[config.mk]
export PLATFORM = sky130hd
export DESIGN_NAME = rgb_to_hsv_converter_flat
export DESIGN_NICKNAME = d
export VERILOG_FILES = /design/src/hdl/rgb2hsv_pkg.sv /design/src/hdl/rgb2hsv_channels.sv /design/src/hdl/rgb2hsv_div_stage.sv /design/src/hdl/rgb_to_hsv_converter.sv /design/src/flat_wrapper.sv
export SDC_FILE = /design/constraint.sdc
export NUM_CORES = 1
export LEC_CHECK = 0
export BUFFER_PORTS_ARGS = -buffer_cell sky130_fd_sc_hd__buf_2
export CORE_ASPECT_RATIO = 0.75
export CORE_MARGIN = 2
export CORE_UTILIZATION = 60
export CTS_BUF_LIST = sky130_fd_sc_hd__clkbuf_4
export DETAILED_ROUTE_END_ITERATION = 6
export GPL_ROUTABILITY_DRIVEN = 0
export PLACE_DENSITY = 0.77
export SLEW_MARGIN = 0
export SYNTH_ARGS = -nofsm -noshare
export SYNTH_HDL_FRONTEND = slang
export SYNTH_SLANG_ARGS = --single-unit
[constraint.sdc]
create_clock -name clock -period 14.2 [get_ports clock]
set_clock_uncertainty 0.2 [all_clocks]
set_input_delay 1.42 -clock clock [delete_from_list [all_inputs] [get_ports clock]]
set_output_delay 1.42 -clock clock [all_outputs]
set_load 0.02 [all_outputs]
[src/hdl/rgb2hsv_pkg.sv]
// Shared constants, types and the divider step function for the RGB to HSV converter.
// Depends on nothing; every other file of the block imports it.
`default_nettype none

package rgb2hsv_pkg;

   localparam int CHANNEL_BITS  = 8;
   localparam int FRACTION_BITS = 16;

   // six times the largest channel difference fits in three more bits
   localparam int DIV_WIDTH  = CHANNEL_BITS + 3;
   localparam int DIV_STEPS  = 3;
   localparam int DIV_STAGES = (FRACTION_BITS + DIV_STEPS - 1) / DIV_STEPS;
   localparam int QUO_BITS   = DIV_STAGES * DIV_STEPS;

   localparam logic [FRACTION_BITS:0] SAT_ONE = {1'b1, {FRACTION_BITS{1'b0}}};

   localparam logic [1:0] SECTOR_RED   = 2'd0;
   localparam logic [1:0] SECTOR_GREEN = 2'd1;
   localparam logic [1:0] SECTOR_BLUE  = 2'd2;

   typedef struct packed {
      logic [DIV_WIDTH-1:0]    hue_rem;
      logic [DIV_WIDTH-1:0]    hue_div;
      logic [QUO_BITS-1:0]     hue_quo;
      logic [DIV_WIDTH-1:0]    sat_rem;
      logic [DIV_WIDTH-1:0]    sat_div;
      logic [QUO_BITS-1:0]     sat_quo;
      logic                    sat_int;
      logic [CHANNEL_BITS-1:0] brightness;
      logic                    achromatic;
   } div_word_type;

   // one restoring step: returns {quotient bit, new remainder}
   function automatic logic [DIV_WIDTH:0] div_step(input logic [DIV_WIDTH-1:0] rem,
                                                   input logic [DIV_WIDTH-1:0] div);
      logic [DIV_WIDTH:0] shifted;
      logic [DIV_WIDTH:0] diff;
      shifted = {rem, 1'b0};
      diff    = shifted - {1'b0, div};
      if (shifted >= {1'b0, div}) begin
         div_step = {1'b1, diff[DIV_WIDTH-1:0]};
      end else begin
         div_step = {1'b0, shifted[DIV_WIDTH-1:0]};
      end
   endfunction

endpackage

`default_nettype wire

[src/hdl/rgb2hsv_channels.sv]
// Handshake interfaces for the pixel words in and the HSV words out.
// Depends on rgb2hsv_pkg for the field widths.
`default_nettype none

interface rgb2hsv_pixel_if import rgb2hsv_pkg::*; ();
   logic                    valid;
   logic                    ready;
   logic [CHANNEL_BITS-1:0] red;
   logic [CHANNEL_BITS-1:0] green;
   logic [CHANNEL_BITS-1:0] blue;

   modport source (output valid, output red, output green, output blue, input ready);
   modport sink   (input valid, input red, input green, input blue, output ready);
endinterface

interface rgb2hsv_color_if import rgb2hsv_pkg::*; ();
   logic                     valid;
   logic                     ready;
   logic [FRACTION_BITS-1:0] hue;
   logic [FRACTION_BITS:0]   saturation;
   logic [CHANNEL_BITS-1:0]  brightness;
   logic                     achromatic;

   modport source (output valid, output hue, output saturation, output brightness,
                   output achromatic, input ready);
   modport sink   (input valid, input hue, input saturation, input brightness,
                   input achromatic, output ready);
endinterface

`default_nettype wire

[src/hdl/rgb2hsv_div_stage.sv]
// One stage of the pipelined hue and saturation dividers: DIV_STEPS restoring steps on each word it takes.
// Depends on rgb2hsv_pkg for the word type and the step function.
`default_nettype none

module rgb2hsv_div_stage import rgb2hsv_pkg::*; (
   input  wire logic         clock,
   input  wire logic         reset,
   input  wire logic         up_valid,
   input  wire div_word_type up_word,
   output logic              take,
   input  wire logic         down_take,
   output logic              down_valid,
   output div_word_type      down_word
);

   logic         valid_ff;
   logic         valid_in;
   div_word_type word_ff;
   div_word_type word_in;
   logic [DIV_WIDTH:0] hue_step;
   logic [DIV_WIDTH:0] sat_step;

   assign take     = !valid_ff || down_take;
   assign valid_in = take ? up_valid : valid_ff;

   always_comb begin
      word_in  = up_word;
      hue_step = '0;
      sat_step = '0;
      for (int i = 0; i < DIV_STEPS; i++) begin
         hue_step        = div_step(word_in.hue_rem, word_in.hue_div);
         sat_step        = div_step(word_in.sat_rem, word_in.sat_div);
         word_in.hue_rem = hue_step[DIV_WIDTH-1:0];
         word_in.sat_rem = sat_step[DIV_WIDTH-1:0];
         word_in.hue_quo = {word_in.hue_quo[QUO_BITS-2:0], hue_step[DIV_WIDTH]};
         word_in.sat_quo = {word_in.sat_quo[QUO_BITS-2:0], sat_step[DIV_WIDTH]};
      end
   end

   always_ff @(posedge clock) begin
      if (reset) begin
         valid_ff <= 1'b0;
      end else begin
         valid_ff <= valid_in;
      end
   end

   always_ff @(posedge clock) begin
      if (take) begin
         word_ff <= word_in;
      end
   end

   assign down_valid = valid_ff;
   assign down_word  = word_ff;

endmodule

`default_nettype wire

[src/hdl/rgb_to_hsv_converter.sv]
// Top level of the RGB to HSV converter: sector logic, divider pipeline and output register.
// Depends on rgb2hsv_pkg, the channel interfaces and rgb2hsv_div_stage.
`default_nettype none

// Converts one RGB pixel per clock, unless back-pressure stalls the pipeline, into hue and
// saturation as fractions of 2^FRACTION_BITS, brightness as the largest channel, and a flag
// for gray pixels (hue and saturation then 0). A word passes front stage one (max, min and
// sector), front stage two (divider operands), DIV_STAGES divider stages of DIV_STEPS
// quotient bits each, and the output register. A new pixel is taken every clock unless
// stalled; a stage holds its word only if the next is full and stalled, so bubbles close up.
module rgb_to_hsv_converter import rgb2hsv_pkg::*; (
   input wire logic       clock,
   input wire logic       reset,
   rgb2hsv_pixel_if.sink  req,
   rgb2hsv_color_if.source rsp
);

   // front stage one: max, min, sector, channel difference
   logic                      s1_valid_ff;
   logic                      s1_valid_in;
   logic                      s1_take;
   logic [CHANNEL_BITS-1:0]   s1_max_ff;
   logic [CHANNEL_BITS-1:0]   s1_max_in;
   logic [CHANNEL_BITS-1:0]   s1_min_ff;
   logic [CHANNEL_BITS-1:0]   s1_min_in;
   logic [1:0]                s1_sector_ff;
   logic [1:0]                s1_sector_in;
   logic signed [CHANNEL_BITS:0] s1_diff_ff;
   logic signed [CHANNEL_BITS:0] s1_diff_in;

   // front stage two: divider operands
   logic                      s2_valid_ff;
   logic                      s2_valid_in;
   logic                      s2_take;
   div_word_type              s2_word_ff;
   div_word_type              s2_word_in;
   logic [CHANNEL_BITS-1:0]   s2_delta;
   logic [DIV_WIDTH-1:0]      s2_delta_ext;
   logic [DIV_WIDTH-1:0]      s2_six_delta;
   logic [DIV_WIDTH-1:0]      s2_offset;
   logic signed [DIV_WIDTH:0] s2_sum;
   logic signed [DIV_WIDTH:0] s2_wrapped;

   // divider pipeline
   logic                      div_valid [DIV_STAGES];
   div_word_type              div_word  [DIV_STAGES];
   logic                      div_take  [DIV_STAGES];

   // output register
   logic                      out_valid_ff;
   logic                      out_valid_in;
   logic                      out_take;
   logic [FRACTION_BITS-1:0]  out_hue_ff;
   logic [FRACTION_BITS-1:0]  out_hue_in;
   logic [FRACTION_BITS:0]    out_sat_ff;
   logic [FRACTION_BITS:0]    out_sat_in;
   logic [CHANNEL_BITS-1:0]   out_bright_ff;
   logic                      out_gray_ff;
   div_word_type              last_word;

   // stage one
   assign s1_take     = !s1_valid_ff || s2_take;
   assign s1_valid_in = s1_take ? req.valid : s1_valid_ff;
   assign req.ready   = s1_take;

   always_comb begin
      if (req.red >= req.green && req.red >= req.blue) begin
         s1_sector_in = SECTOR_RED;
         s1_max_in    = req.red;
         s1_diff_in   = $signed({1'b0, req.green}) - $signed({1'b0, req.blue});
      end else if (req.green >= req.blue) begin
         s1_sector_in = SECTOR_GREEN;
         s1_max_in    = req.green;
         s1_diff_in   = $signed({1'b0, req.blue}) - $signed({1'b0, req.red});
      end else begin
         s1_sector_in = SECTOR_BLUE;
         s1_max_in    = req.blue;
         s1_diff_in   = $signed({1'b0, req.red}) - $signed({1'b0, req.green});
      end
      if (req.red <= req.green && req.red <= req.blue) begin
         s1_min_in = req.red;
      end else if (req.green <= req.blue) begin
         s1_min_in = req.green;
      end else begin
         s1_min_in = req.blue;
      end
   end

   always_ff @(posedge clock) begin
      if (reset) begin
         s1_valid_ff <= 1'b0;
      end else begin
         s1_valid_ff <= s1_valid_in;
      end
   end

   always_ff @(posedge clock) begin
      if (s1_take) begin
         s1_max_ff    <= s1_max_in;
         s1_min_ff    <= s1_min_in;
         s1_sector_ff <= s1_sector_in;
         s1_diff_ff   <= s1_diff_in;
      end
   end

   // stage two
   assign s2_take     = !s2_valid_ff || div_take[0];
   assign s2_valid_in = s2_take ? s1_valid_ff : s2_valid_ff;

   always_comb begin
      s2_delta     = s1_max_ff - s1_min_ff;
      s2_delta_ext = {3'b000, s2_delta};
      s2_six_delta = (s2_delta_ext << 2) + (s2_delta_ext << 1);
      case (s1_sector_ff)
         SECTOR_RED:   s2_offset = '0;
         SECTOR_GREEN: s2_offset = s2_delta_ext << 1;
         SECTOR_BLUE:  s2_offset = s2_delta_ext << 2;
         default:      s2_offset = '0;
      endcase
      s2_sum = $signed({1'b0, s2_offset})
             + $signed({{(DIV_WIDTH - CHANNEL_BITS){s1_diff_ff[CHANNEL_BITS]}}, s1_diff_ff});
      if (s2_sum < 0) begin
         s2_wrapped = s2_sum + $signed({1'b0, s2_six_delta});
      end else begin
         s2_wrapped = s2_sum;
      end
      s2_word_in.hue_rem    = s2_wrapped[DIV_WIDTH-1:0];
      s2_word_in.hue_div    = s2_six_delta;
      s2_word_in.hue_quo    = '0;
      s2_word_in.sat_int    = (s2_delta == s1_max_ff);
      s2_word_in.sat_rem    = s2_word_in.sat_int ? '0 : s2_delta_ext;
      s2_word_in.sat_div    = {3'b000, s1_max_ff};
      s2_word_in.sat_quo    = '0;
      s2_word_in.brightness = s1_max_ff;
      s2_word_in.achromatic = (s2_delta == '0);
   end

   always_ff @(posedge clock) begin
      if (reset) begin
         s2_valid_ff <= 1'b0;
      end else begin
         s2_valid_ff <= s2_valid_in;
      end
   end

   always_ff @(posedge clock) begin
      if (s2_take) begin
         s2_word_ff <= s2_word_in;
      end
   end

   // divider stages
   for (genvar k = 0; k < DIV_STAGES; k++) begin : g_div
      if (k == 0) begin : g_first
         rgb2hsv_div_stage u_stage (
            .clock      (clock),
            .reset      (reset),
            .up_valid   (s2_valid_ff),
            .up_word    (s2_word_ff),
            .take       (div_take[k]),
            .down_take  ((k == DIV_STAGES - 1) ? out_take : div_take[(k + 1) % DIV_STAGES]),
            .down_valid (div_valid[k]),
            .down_word  (div_word[k])
         );
      end else begin : g_next
         rgb2hsv_div_stage u_stage (
            .clock      (clock),
            .reset      (reset),
            .up_valid   (div_valid[k-1]),
            .up_word    (div_word[k-1]),
            .take       (div_take[k]),
            .down_take  ((k == DIV_STAGES - 1) ? out_take : div_take[(k + 1) % DIV_STAGES]),
            .down_valid (div_valid[k]),
            .down_word  (div_word[k])
         );
      end
   end

   // output register
   assign last_word    = div_word[DIV_STAGES-1];
   assign out_take     = !out_valid_ff || rsp.ready;
   assign out_valid_in = out_take ? div_valid[DIV_STAGES-1] : out_valid_ff;

   always_comb begin
      if (last_word.achromatic) begin
         out_hue_in = '0;
         out_sat_in = '0;
      end else begin
         out_hue_in = last_word.hue_quo[QUO_BITS-1 -: FRACTION_BITS];
         out_sat_in = {last_word.sat_int, last_word.sat_quo[QUO_BITS-1 -: FRACTION_BITS]};
      end
   end

   always_ff @(posedge clock) begin
      if (reset) begin
         out_valid_ff <= 1'b0;
      end else begin
         out_valid_ff <= out_valid_in;
      end
   end

   always_ff @(posedge clock) begin
      if (out_take) begin
         out_hue_ff    <= out_hue_in;
         out_sat_ff    <= out_sat_in;
         out_bright_ff <= last_word.brightness;
         out_gray_ff   <= last_word.achromatic;
      end
   end

   assign rsp.valid      = out_valid_ff;
   assign rsp.hue        = out_hue_ff;
   assign rsp.saturation = out_sat_ff;
   assign rsp.brightness = out_bright_ff;
   assign rsp.achromatic = out_gray_ff;

`ifndef SYNTH
   a_accept_fills_front: assert property (@(posedge clock) disable iff (reset)
      (req.valid && req.ready) |=> s1_valid_ff)
      else $error("accepted pixel word did not enter the front stage");

   a_gray_zeroed: assert property (@(posedge clock) disable iff (reset)
      (rsp.valid && rsp.achromatic) |-> (rsp.hue == '0 && rsp.saturation == '0))
      else $error("gray word with nonzero hue or saturation");

   a_color_nonzero: assert property (@(posedge clock) disable iff (reset)
      (rsp.valid && !rsp.achromatic) |-> (rsp.saturation != '0 && rsp.brightness != '0))
      else $error("colored word with zero saturation or brightness");

   a_sat_range: assert property (@(posedge clock) disable iff (reset)
      rsp.valid |-> (rsp.saturation <= SAT_ONE))
      else $error("saturation above one");
`endif

endmodule

`default_nettype wire

[src/flat_wrapper.sv]
// flat-port wrapper written by rule: the top's interface ports become plain ports
module rgb_to_hsv_converter_flat import rgb2hsv_pkg::*;
  (clock, reset, req_valid, req_red, req_green, req_blue, req_ready, rsp_valid, rsp_hue, rsp_saturation, rsp_brightness, rsp_achromatic, rsp_ready);
  rgb2hsv_pixel_if req_i ();
  rgb2hsv_color_if rsp_i ();
  input wire logic clock;
  input wire logic reset;
  input wire logic [$bits(req_i.valid)-1:0] req_valid;
  input wire logic [$bits(req_i.red)-1:0] req_red;
  input wire logic [$bits(req_i.green)-1:0] req_green;
  input wire logic [$bits(req_i.blue)-1:0] req_blue;
  output wire logic [$bits(req_i.ready)-1:0] req_ready;
  output wire logic [$bits(rsp_i.valid)-1:0] rsp_valid;
  output wire logic [$bits(rsp_i.hue)-1:0] rsp_hue;
  output wire logic [$bits(rsp_i.saturation)-1:0] rsp_saturation;
  output wire logic [$bits(rsp_i.brightness)-1:0] rsp_brightness;
  output wire logic [$bits(rsp_i.achromatic)-1:0] rsp_achromatic;
  input wire logic [$bits(rsp_i.ready)-1:0] rsp_ready;
  assign req_i.valid = req_valid;
  assign req_i.red = req_red;
  assign req_i.green = req_green;
  assign req_i.blue = req_blue;
  assign req_ready = req_i.ready;
  assign rsp_valid = rsp_i.valid;
  assign rsp_hue = rsp_i.hue;
  assign rsp_saturation = rsp_i.saturation;
  assign rsp_brightness = rsp_i.brightness;
  assign rsp_achromatic = rsp_i.achromatic;
  assign rsp_i.ready = rsp_ready;
  rgb_to_hsv_converter u_core (.clock(clock), .reset(reset), .req(req_i), .rsp(rsp_i));
endmodule
======== Yosys cells after proc, flatten, opt, wreduce, memory -nomap -nowiden ========
Index checks and enable logic that the tools add are counted.
cells by class
  add/subtract/negate cells ............... 43
  $lt $le $gt $ge ......................... 43
  equal/unequal tests ..................... 3
  multiplexer cells ....................... 45
  reductions and logical operators ........ 21
operator list
  cell                   count
  $mux W12               36
  $ge A12 B11 Y1         18
  $ge A12 B8 Y1          17
  $sub A11 B11 Y11       18
  $sub A11 B8 Y11        18
  $mux W8                4
  $sub A8 B8 Y9          3
  $ge A8 B8 Y1           3
  $le A8 B8 Y1           3
  $pmux W10 S2           1
  $mux W9                2
  $add A11 B9 Y12        1
  $lt A12 B1 Y1 const B  1
  $add A10 B9 Y11        1
  $add A11 B11 Y11       1
  $mux W11               1
  $ge A9 B8 Y1           1
  $logic_not A1 Y1       9
  $logic_or A1 B1 Y1     9
  $eq A8 B8 Y1           1
  $logic_not A8 Y1       1
  $sub A8 B8 Y8          1
  $eq A2 B1 Y1 const B   1
  $eq A2 B2 Y1 const B   1
  other kinds (2)        3
word-level totals
  register bits ........................... 469
  bits of input ports ..................... 28
  word-level logic and storage cells ...... 233

======== Logic depth before layout (Yosys ltp) ========
Gate-level depths: netlist of the first run.
  depth in word-level cells ............... 10
  depth in mapped cells ................... 33
  depth with buffers taken out ............ 30

======== Modules after synthesis ========
Synthesis of the first run repeated with hierarchy kept, for this count alone.
unflattened totals
  cells, all modules ...................... 4102
  area total of the unflattened synthesis .. 45118.3 um^2
by module, submodules not included
  module                                                   times used  cells an instance  area an instance (um^2)  seq. area each (um^2)
  rgb2hsv_div_stage (u_core.g_div[1].g_next.u_stage ...)   4           573                6379.9                   2722.6
  rgb2hsv_div_stage (u_core.g_div[0].g_first.u_stage ...)  2           578                6243.5                   2722.6
  rgb_to_hsv_converter                                     1           654                7111.8                   3303.2

======== Worst setup path before layout of the first run ========
OpenSTA, ideal clock, no wires.
  path kind ............................... reg-to-reg
  start ................................... reg u_core.s2_word_ff[70] in the netlist's numbering
  end ..................................... reg u_core.g_div[0].g_first.u_stage.word_ff, in the netlist u_core.g_div[0].g_first.u_stage.down_word[88] (data pin)
  library setup time ...................... 0.261 ns
  data arrival time ....................... 6.424 ns
  path slack .............................. 7.315 ns
  cell stages (with the launch flop) ...... 29
  path through ............................ edfxtp_1 inv_1 ha_1 nor2b_1 o21ai_0 a21boi_1 o2111ai_1 a21boi_1 nor2_1 clkinv_1 o21ai_0 inv_1 ha_1 or2_2 a21oi_1 a31oi_1 o221ai_1 o311a_1 clkbuf_1 inv_2 mux2_2 ha_1 and3_1 a221o_1 a21o_1 nor3_1 nand2b_1 inv_2 a221o_1
on the way
  cells in the longest elaborated chain, start to end .. 6
ends and longest elaborated chain
  what                                                RTL line                              source
  start: declaration                                  rgb_to_hsv_converter.sv:35            div_word_type s2_word_ff;
  start signal: assignment                            rgb_to_hsv_converter.sv:148           s2_word_ff <= s2_word_in;
  $sub A11 B11 Y11 or $ge A12 B11 Y1 (tied branches)  rgb2hsv_pkg.sv:40, rgb2hsv_pkg.sv:41
  $mux W12                                            rgb2hsv_pkg.sv:41                     if (shifted >= {1'b0, div}) begin
  $sub A11 B11 Y11 or $ge A12 B11 Y1 (tied branches)  rgb2hsv_pkg.sv:40, rgb2hsv_pkg.sv:41
  $mux W12                                            rgb2hsv_pkg.sv:41
  $sub A11 B11 Y11 or $ge A12 B11 Y1 (tied branches)  rgb2hsv_pkg.sv:40, rgb2hsv_pkg.sv:41
  $mux W12 (*)                                        rgb2hsv_pkg.sv:41
  via u_core.g_div[0].g_first.u_stage.hue_step[9]     rgb2hsv_div_stage.sv:20               logic [DIV_WIDTH:0] hue_step;
  end signal: assignment                              rgb2hsv_div_stage.sv:50               word_ff <= word_in;
  end: declaration                                    rgb2hsv_div_stage.sv:18               div_word_type word_ff;
Mark *: on every way through the listed nets, which the timed path passes. The rest lies on a longest branch.
A chain may end at the register's enable or synchronous reset.

==> PnR_summary.wiki, run 1 <==
{| class="wikitable"
! Metric !! Value
|-
| Multiplexer fraction of the synthesized cell area || 6.73%
|-
| Row cnt || 74
|-
| Half-perimeter wire length after detailed placement || 58,600 um
|-
| Share of the synthesized area in compound gates (AO/OA/AOI/OAI) || 15.7%
|-
| Die Y-Extent || 207 um
|-
| Detailed router's first-iteration violation count || 2,200
|-
| Starting utilization of the core area || 60.7%
|-
| Global-route congestion overflow total || 0
|-
| Max frequency || 120 MHz
|-
| Later-pin clock latency in the skew report || 0.86 ns
|-
| Kind of critical path || reg -> reg
|-
| Area share of the largest cell type after synthesis || approximately 40%
|-
| EDFF count, synth || 445
|-
| Setup crit end kind || flop
|-
| Fillers || about 4,100
|-
| Tightest Hold Check Type || reg -> reg
|-
| Antenna viol nets, final || 0
|-
| Core box area || 0.0544 sq mm
|-
| Post-cts repair resize count || 0
|-
| Post-synthesis cell type with the largest combined area || sky130_fd_sc_hd__edfxtp_1
|-
| Most frequent cell after synthesis || sky130_fd_sc_hd__edfxtp_1
|-
| Register bit total from synthesis || 454
|-
| Total area of multi-input combinational cells || 0.0182 sq mm
|-
| First-pass GRT wire length || 124,000 um
|-
| CTS root buf || sky130_fd_sc_hd__clkbuf_4
|-
| Number of synthesis warnings || 0
|-
| Clock tree from TritonCTS || done
|-
| Post-synth top cells || sky130_fd_sc_hd__edfxtp_1, sky130_fd_sc_hd__ha_1, sky130_fd_sc_hd__nor2_1, sky130_fd_sc_hd__inv_1, sky130_fd_sc_hd__a21oi_1
|-
| Setup repair after global routing missed its margin || no
|-
| Total routing usage reported by global routing || 26.6%
|-
| Share of layout cells above drive strength 1 || 13.3%
|-
| Final routed DRC violation total || 0
|-
| Initial antenna violation count || 1
|-
| Number of distinct library cells after synthesis || 115
|-
| Total setup violations reported at the end of the flow || 0
|-
| Arrival @ worst endpoint || 8.68 ns
|-
| Synth Area in Adders || 13.7%
|-
| Top flip-flop cell by instance count after synthesis || sky130_fd_sc_hd__edfxtp_1
|-
| Total Die Area || 0.0570 sq mm
|-
| I/O Pins || 72
|-
| Final Net Count || between 3,000 and 4,000
|-
| Number of buffers inserted during clock tree synthesis || around 110
|-
| WP data required || 14.58 ns
|-
| Simple-Gate Fraction of Synth Area || 13.0%
|-
| Setup TNS Final || 0 ns
|-
| Number of buffers inserted by port buffering || 71
|-
| Via count || 25,300
|-
| Post-route minimum period || 8.30 ns
|-
| Area growth from synthesis to layout || 7.75%
|-
| Post-detailed-route wirelength per cell || about 19 um
|-
| Post-detailed-routing wire length || ~77,000 um
|-
| Via-to-Cell Ratio || between 6 and 7
|-
| Headroom to the max-slew limit || a little under a fifth
|-
| Fraction of the cycle the final worst path needs || between 50% and 60%
|-
| # H-tree levels || 3
|-
| Avg Synthesized Cell Area || 10.4 sq um
|-
| Max-cap viol count || 0
|-
| Transition time at the pin with the least slew margin || 1.21 ns
|-
| Number of sinks driven by the clock tree || 454
|-
| Number of buffers added to fix hold violations after cts || 0
|-
| Vias in the first global route || 24,400
|-
| Chip width || 275 um
|-
| Pre-antenna DRT Iters || 6
|-
| Main combinational cell family by area after synthesis || compound AO/OA/AOI/OAI gates
|-
| Area of the mapped netlist || 0.0331 sq mm
|-
| Total area of sequential cells || 0.0135 sq mm
|-
| Highest fanout seen on the critical path || 12
|-
| Final Hold Viols || 0
|-
| Status || finished clean
|-
| Clock slew at the register clock pins of the worst setup and hold paths || 0.08 ns
|-
| Maximum number of pins on one net before global-route repair || 72
|-
| Gate Count Post-Synth || ~3,200
|-
| Post-synthesis sequential area ratio || 41.0%
|-
| Largest cells by area after synthesis || sky130_fd_sc_hd__edfxtp_1, sky130_fd_sc_hd__ha_1, sky130_fd_sc_hd__xnor2_1
|-
| Proportion of synthesized flip-flops having asynchronous set or reset || 0%
|-
| Final Max Slew Viols || 0
|-
| Synth Net Count || 3,548
|-
| Critical path startpoint category || flop
|-
| Buffers inserted by post-CTS timing repair || 0
|-
| Fraction of synthesized cell area in xor and xnor cells || 6.01%
|-
| Maximum buffer depth of the clock tree || 3
|}
[layout by cell type, fill, tap and decap left out, types with 23 or more instances in the layout]
master,synthesis,final
sky130_fd_sc_hd__a21o_1,74,74
sky130_fd_sc_hd__a21oi_1,205,205
sky130_fd_sc_hd__a31oi_1,24,24
sky130_fd_sc_hd__and3_1,23,23
sky130_fd_sc_hd__buf_2,14,71
sky130_fd_sc_hd__clkbuf_4,0,155
sky130_fd_sc_hd__clkinv_1,2,30
sky130_fd_sc_hd__edfxtp_1,445,445
sky130_fd_sc_hd__ha_1,332,332
sky130_fd_sc_hd__inv_1,271,267
sky130_fd_sc_hd__mux2_2,93,93
sky130_fd_sc_hd__mux2i_1,79,79
sky130_fd_sc_hd__nand2_1,123,121
sky130_fd_sc_hd__nand2b_1,49,49
sky130_fd_sc_hd__nand3_1,42,41
sky130_fd_sc_hd__nand4_1,29,29
sky130_fd_sc_hd__nor2_1,273,272
sky130_fd_sc_hd__nor2b_1,96,96
sky130_fd_sc_hd__nor3_1,55,55
sky130_fd_sc_hd__o21a_1,70,70
sky130_fd_sc_hd__o21ai_0,171,171
sky130_fd_sc_hd__o21bai_1,23,23
sky130_fd_sc_hd__xnor2_1,144,144
sky130_fd_sc_hd__xor2_1,79,79
[per-layer routing]
metal	wire length, um	track usage (%)
met2	33500	40.5
met3	6250	4.79
met5	0	0
met4	1620	7.31
met1	35200	39.1
[through the flow]
stage          hold slack [ns]  cells  area [sq um]  utilization (%)  setup WS, ns
2_1_floorplan            0.200   3170         33100                -          7.32
3_3_place_gp             0.201   3925         34200             62.7          6.46
3_5_place_dp             0.205   3925         34200             62.7          6.09
4_1_cts                  0.141   4124         35600             65.4          6.08
5_1_grt                  0.176   4125         35600             65.4          5.30
6_report                 0.177   4126         35600             65.4          5.90
[cell families after synthesis]
logic type,Yosys count
fa+ha+maj,350
flops,454
compound gates,780
simple gates,839
mux,198
xor+xnor,225
buf+inv,324
[state kept, by name (all words and copies together), names as in the netlist, 8 cells and up]
name / count
u_core.s1_min_ff: 8
u_core.g_div.g_first.u_stage.down_word: 47
u_core.s1_diff_ff: 9
u_core.rsp.brightness: 8
u_core.rsp.hue: 16
u_core.s2_word_ff: 39
u_core.s1_max_ff: 8
u_core.g_div.g_next.u_stage.down_word: 290
u_core.rsp.saturation: 17
[critical path, cell delays in order (launching register included)]
cell and delay, ns:
sky130_fd_sc_hd__edfxtp_1 0.47, sky130_fd_sc_hd__inv_1 0.19, sky130_fd_sc_hd__ha_1 0.27, sky130_fd_sc_hd__nor2b_1 0.15, sky130_fd_sc_hd__o2111ai_1 0.46, sky130_fd_sc_hd__a31oi_1 0.18, sky130_fd_sc_hd__nor2_1 0.61, sky130_fd_sc_hd__mux2_2 0.43
sky130_fd_sc_hd__ha_1 0.32, sky130_fd_sc_hd__o21a_1 0.13, sky130_fd_sc_hd__o21ai_0 0.26, sky130_fd_sc_hd__a21oi_1 0.16, sky130_fd_sc_hd__a31oi_1 0.39, sky130_fd_sc_hd__and3_1 0.52, sky130_fd_sc_hd__inv_2 0.17, sky130_fd_sc_hd__mux2_2 0.32
sky130_fd_sc_hd__ha_1 0.32, sky130_fd_sc_hd__a21o_1 0.17, sky130_fd_sc_hd__a21oi_1 0.22, sky130_fd_sc_hd__o21ai_0 0.20, sky130_fd_sc_hd__a31o_2 0.32, sky130_fd_sc_hd__or2_2 0.29, sky130_fd_sc_hd__o32a_1 0.22, sky130_fd_sc_hd__nor3_2 0.67
sky130_fd_sc_hd__mux2_2 0.41
[final timing paths]
check | from | endpoint | slack (ns) | cells past startpoint
hold / removal | u_core.g_div[3].g_next.u_stage.down_word[57] | u_core.g_div[4].g_next.u_stage.down_word[60] | 0.18 | 0
hold reg to reg | u_core.g_div[3].g_next.u_stage.down_word[57] | u_core.g_div[4].g_next.u_stage.down_word[60] | 0.18 | 0
setup / recovery | u_core.s2_word_ff[2] | u_core.g_div[0].g_first.u_stage.down_word[41] | 5.90 | 24
setup reg to reg | u_core.s2_word_ff[2] | u_core.g_div[0].g_first.u_stage.down_word[41] | 5.90 | 24
[layout make-up]
cell class | count | area share (%)
Clock inverter | 44 | 0.864
Antenna cell | 2 | 0.0140
Tap cell | 722 | 2.54
Sequential cell | 454 | 38.0
Multi-Input combinational cell | 2392 | 51.2
Clock buffer | 155 | 3.27
Inverter | 278 | 2.94
Timing Repair Buffer | 79 | 1.17
Power of run 1 is left out: the tool's default activity adds up to more than one toggle a clock period on the data nets, which glitch-free logic cannot reach.
==> inputs of run 2 (changes only) <==
- PLACE_DENSITY: 0.77 -> 0.8
- clock period: 14.2 -> 7.4 ns (I/O delays scaled with it)
==> run 2 against run 1 <==
Routed wire length increased by 1.7%. Critical endpoint is now u_core.g_div[1].g_next.u_stage.down_word[88]. Register-to-register slack got worse by 5.6 ns. Die area unchanged. Cell area increased by 1.2%. Worst setup slack got worse by 5.6 ns. Sequential share of layout area decreased by 0.45 points. Largest cell class unchanged. Hold slack got worse by 0.092 ns. Utilization increased by 0.78 points. Critical path depth increased by 2.
==> PnR_summary.wiki, run 2 (same netlist as run 1, synthesis figures left out) <==
{| class="wikitable"
! Metric !! Value
|-
| Final Max Slew Viols || 0 (unchanged)
|-
| Number of buffers inserted during clock tree synthesis || 107 (-1.8%)
|-
| Row cnt || 74 (unchanged)
|-
| Max frequency || 141 MHz (+17%)
|-
| Post-Route Utilization || 66.2% (+0.78 points)
|-
| Standard cell with the maximum stage delay on the critical path || sky130_fd_sc_hd__edfxtp_1
|-
| CTS root buf || sky130_fd_sc_hd__clkbuf_4
|-
| Share of layout cells above drive strength 1 || 15.2% (+1.8 points)
|-
| Number of sinks driven by the clock tree || 454 (unchanged)
|-
| Post-detailed-route wirelength per cell || 18.7 um (+0.85%)
|-
| Via count || 25,600 (+0.86%)
|-
| Tightest Hold Check Type || in -> reg
|-
| Maximum buffer depth of the clock tree || 3 (unchanged)
|-
| Critical path startpoint category || flop
|-
| Critical path depth || 26 (+8.3%)
|-
| Highest fanout seen on the critical path || 12 (unchanged)
|-
| Setup crit end kind || flop
|-
| First-pass GRT wire length || 124,000 um (+0.49%)
|-
| Die Y-Extent || 207 um (unchanged)
|-
| Commonest cells after routing, fill and taps aside || sky130_fd_sc_hd__edfxtp_1, sky130_fd_sc_hd__ha_1, sky130_fd_sc_hd__nor2_1, sky130_fd_sc_hd__inv_1, sky130_fd_sc_hd__a21oi_1
|-
| Global-route congestion overflow total || 0 (unchanged)
|-
| Vias in the first global route || 24,800 (+1.6%)
|-
| Post-layout instance count excluding filler cells || 4,162 (+0.87%)
|-
| Final Hold Viols || 0 (unchanged)
|-
| Total routing usage reported by global routing || 26.8% (+0.19 points)
|-
| WP data required || 7.79 ns (-6.79 ns)
|-
| Starting utilization of the core area || 60.7% (unchanged)
|-
| Antenna viol nets, final || 0 (unchanged)
|-
| Total Die Area || 0.0570 sq mm (unchanged)
|-
| I/O Pins || 72 (unchanged)
|-
| Crit path max-delay family || compound AO/OA/AOI/OAI gates
|-
| Half-perimeter wire length after detailed placement || 59,000 um (+0.60%)
|-
| Placed cells || 3,947 (+0.56%)
|-
| Maximum single-stage delay on the critical path || 0.46 ns (-0.21 ns)
|-
| Number of buffers inserted by port buffering || 71 (unchanged)
|-
| # H-tree levels || 3 (unchanged)
|-
| Post-detailed-routing wire length || 77,800 um (+1.7%)
|-
| Clock tree from TritonCTS || done
|-
| Number of flip-flops in the largest register || 290 (unchanged)
|-
| Final routed DRC violation total || 0 (unchanged)
|-
| Most common library cell in the layout ignoring fill and taps || sky130_fd_sc_hd__edfxtp_1
|-
| Clock slew at the register clock pins of the worst setup and hold paths || 0.07 ns (about the same)
|-
| Headroom to the max-slew limit || 15.2% (-3.6 points)
|-
| Maximum number of pins on one net before global-route repair || 72 (unchanged)
|-
| Via-to-Cell Ratio || 6.14 (about the same)
|-
| Register-to-Register Path Depth || 26 (+8.3%)
|-
| Later-pin clock latency in the skew report || 0.88 ns (+0.02 ns)
|-
| Pre-antenna DRT Iters || 7 (+1)
|-
| Transition time at the pin with the least slew margin || 1.27 ns (+0.0574 ns)
|-
| Hold Crit Depth || 3 (+3)
|-
| Total setup violations reported at the end of the flow || 0 (unchanged)
|-
| Detailed router's first-iteration violation count || 2,210 (+0.45%)
|-
| Kind of critical path || reg -> reg
|-
| Max-cap viol count || 0 (unchanged)
|-
| Core box area || 0.0544 sq mm (unchanged)
|-
| Chip width || 275 um (unchanged)
|-
| Bufs and invs on worst path || 3 (+1)
|-
| Arrival @ worst endpoint || 7.50 ns (-1.18 ns)
|-
| Initial antenna violation count || 3 (+2)
|-
| Post-route minimum period || 7.11 ns (-1.19 ns)
|-
| Final Net Count || 3,732 (+1.1%)
|-
| Area growth from synthesis to layout || 9.03%
|-
| Fraction of the cycle the final worst path needs || 96.1% (+38 points)
|-
| Status || finished clean
|}
==> run 2: worst register-to-register path: cells and delay by family, from the launching register on <==
family / cells / cell delay [ns]
and+or+nand+nor: 5 / 1.36
muxes: 2 / 0.74
DFF: 1 / 0.46
AOI/OAI and AO/OA: 13 / 2.53
adders and majority gates: 3 / 1.04
buffers and inverters: 3 / 0.54
==> run 2: layer usage <==
metal	vias to the layer above	GRT usage, %	wire length, um
met4	0	8.61	2100
met3	175	6.00	6860
met1	12100	37.4	33900
li1	12200	-	-
met5	-	0	0
met2	1124	41.6	35000
==> run 2: cell type report <==
class | count | area (sq um)
fillers | 4037 | 18400
clock buffers | 156 | 1170
diodes | 5 | 12.5
multi-input cells | 2392 | 18400
repair buffers | 121 | 738
inverters | 278 | 1050
clock inverters | 34 | 263
flip-flops and latches | 454 | 13500
well taps | 722 | 903
==> run 2: worst paths after layout <==
check,slack [ns],endpoint,start
worst max-delay path,0.29,u_core.g_div[1].g_next.u_stage.down_word[88],u_core.g_div[0].g_first.u_stage.down_word[70]
worst min-delay path,0.09,u_core.s1_min_ff[0],req_red[0]
worst max register to register,0.29,u_core.g_div[1].g_next.u_stage.down_word[88],u_core.g_div[0].g_first.u_stage.down_word[70]
worst min register to register,0.20,u_core.g_div[3].g_next.u_stage.down_word[55],u_core.g_div[2].g_next.u_stage.down_word[52]
==> run 2: metrics by stage <==
step / TNS (ns) / worst slack [ns] / area (sq um) / hold slack (ns)
2_1_floorplan: 0 / 0.515 / 33100 / 0.200
3_3_place_gp: 0 / 0.344 / 34300 / 0.200
3_5_place_dp: -0.458 / -0.0659 / 34300 / 0.205
4_1_cts: 0 / 0.000625 / 35800 / 0.0115
5_1_grt: -0.606 / -0.0617 / 36000 / 0.0215
6_report: 0 / 0.288 / 36000 / 0.0850
==> run 2: timing repair <==
item / CTS / global route
hold buffers: 3 / 0
pin swaps: 0 / 7
gates resized for setup: 2 / 38
setup buffers: 0 / 17
hold endpoints to repair: 9 / 0
setup endpoints to repair: 11 / 91
Power of run 2 is left out for the same reason.
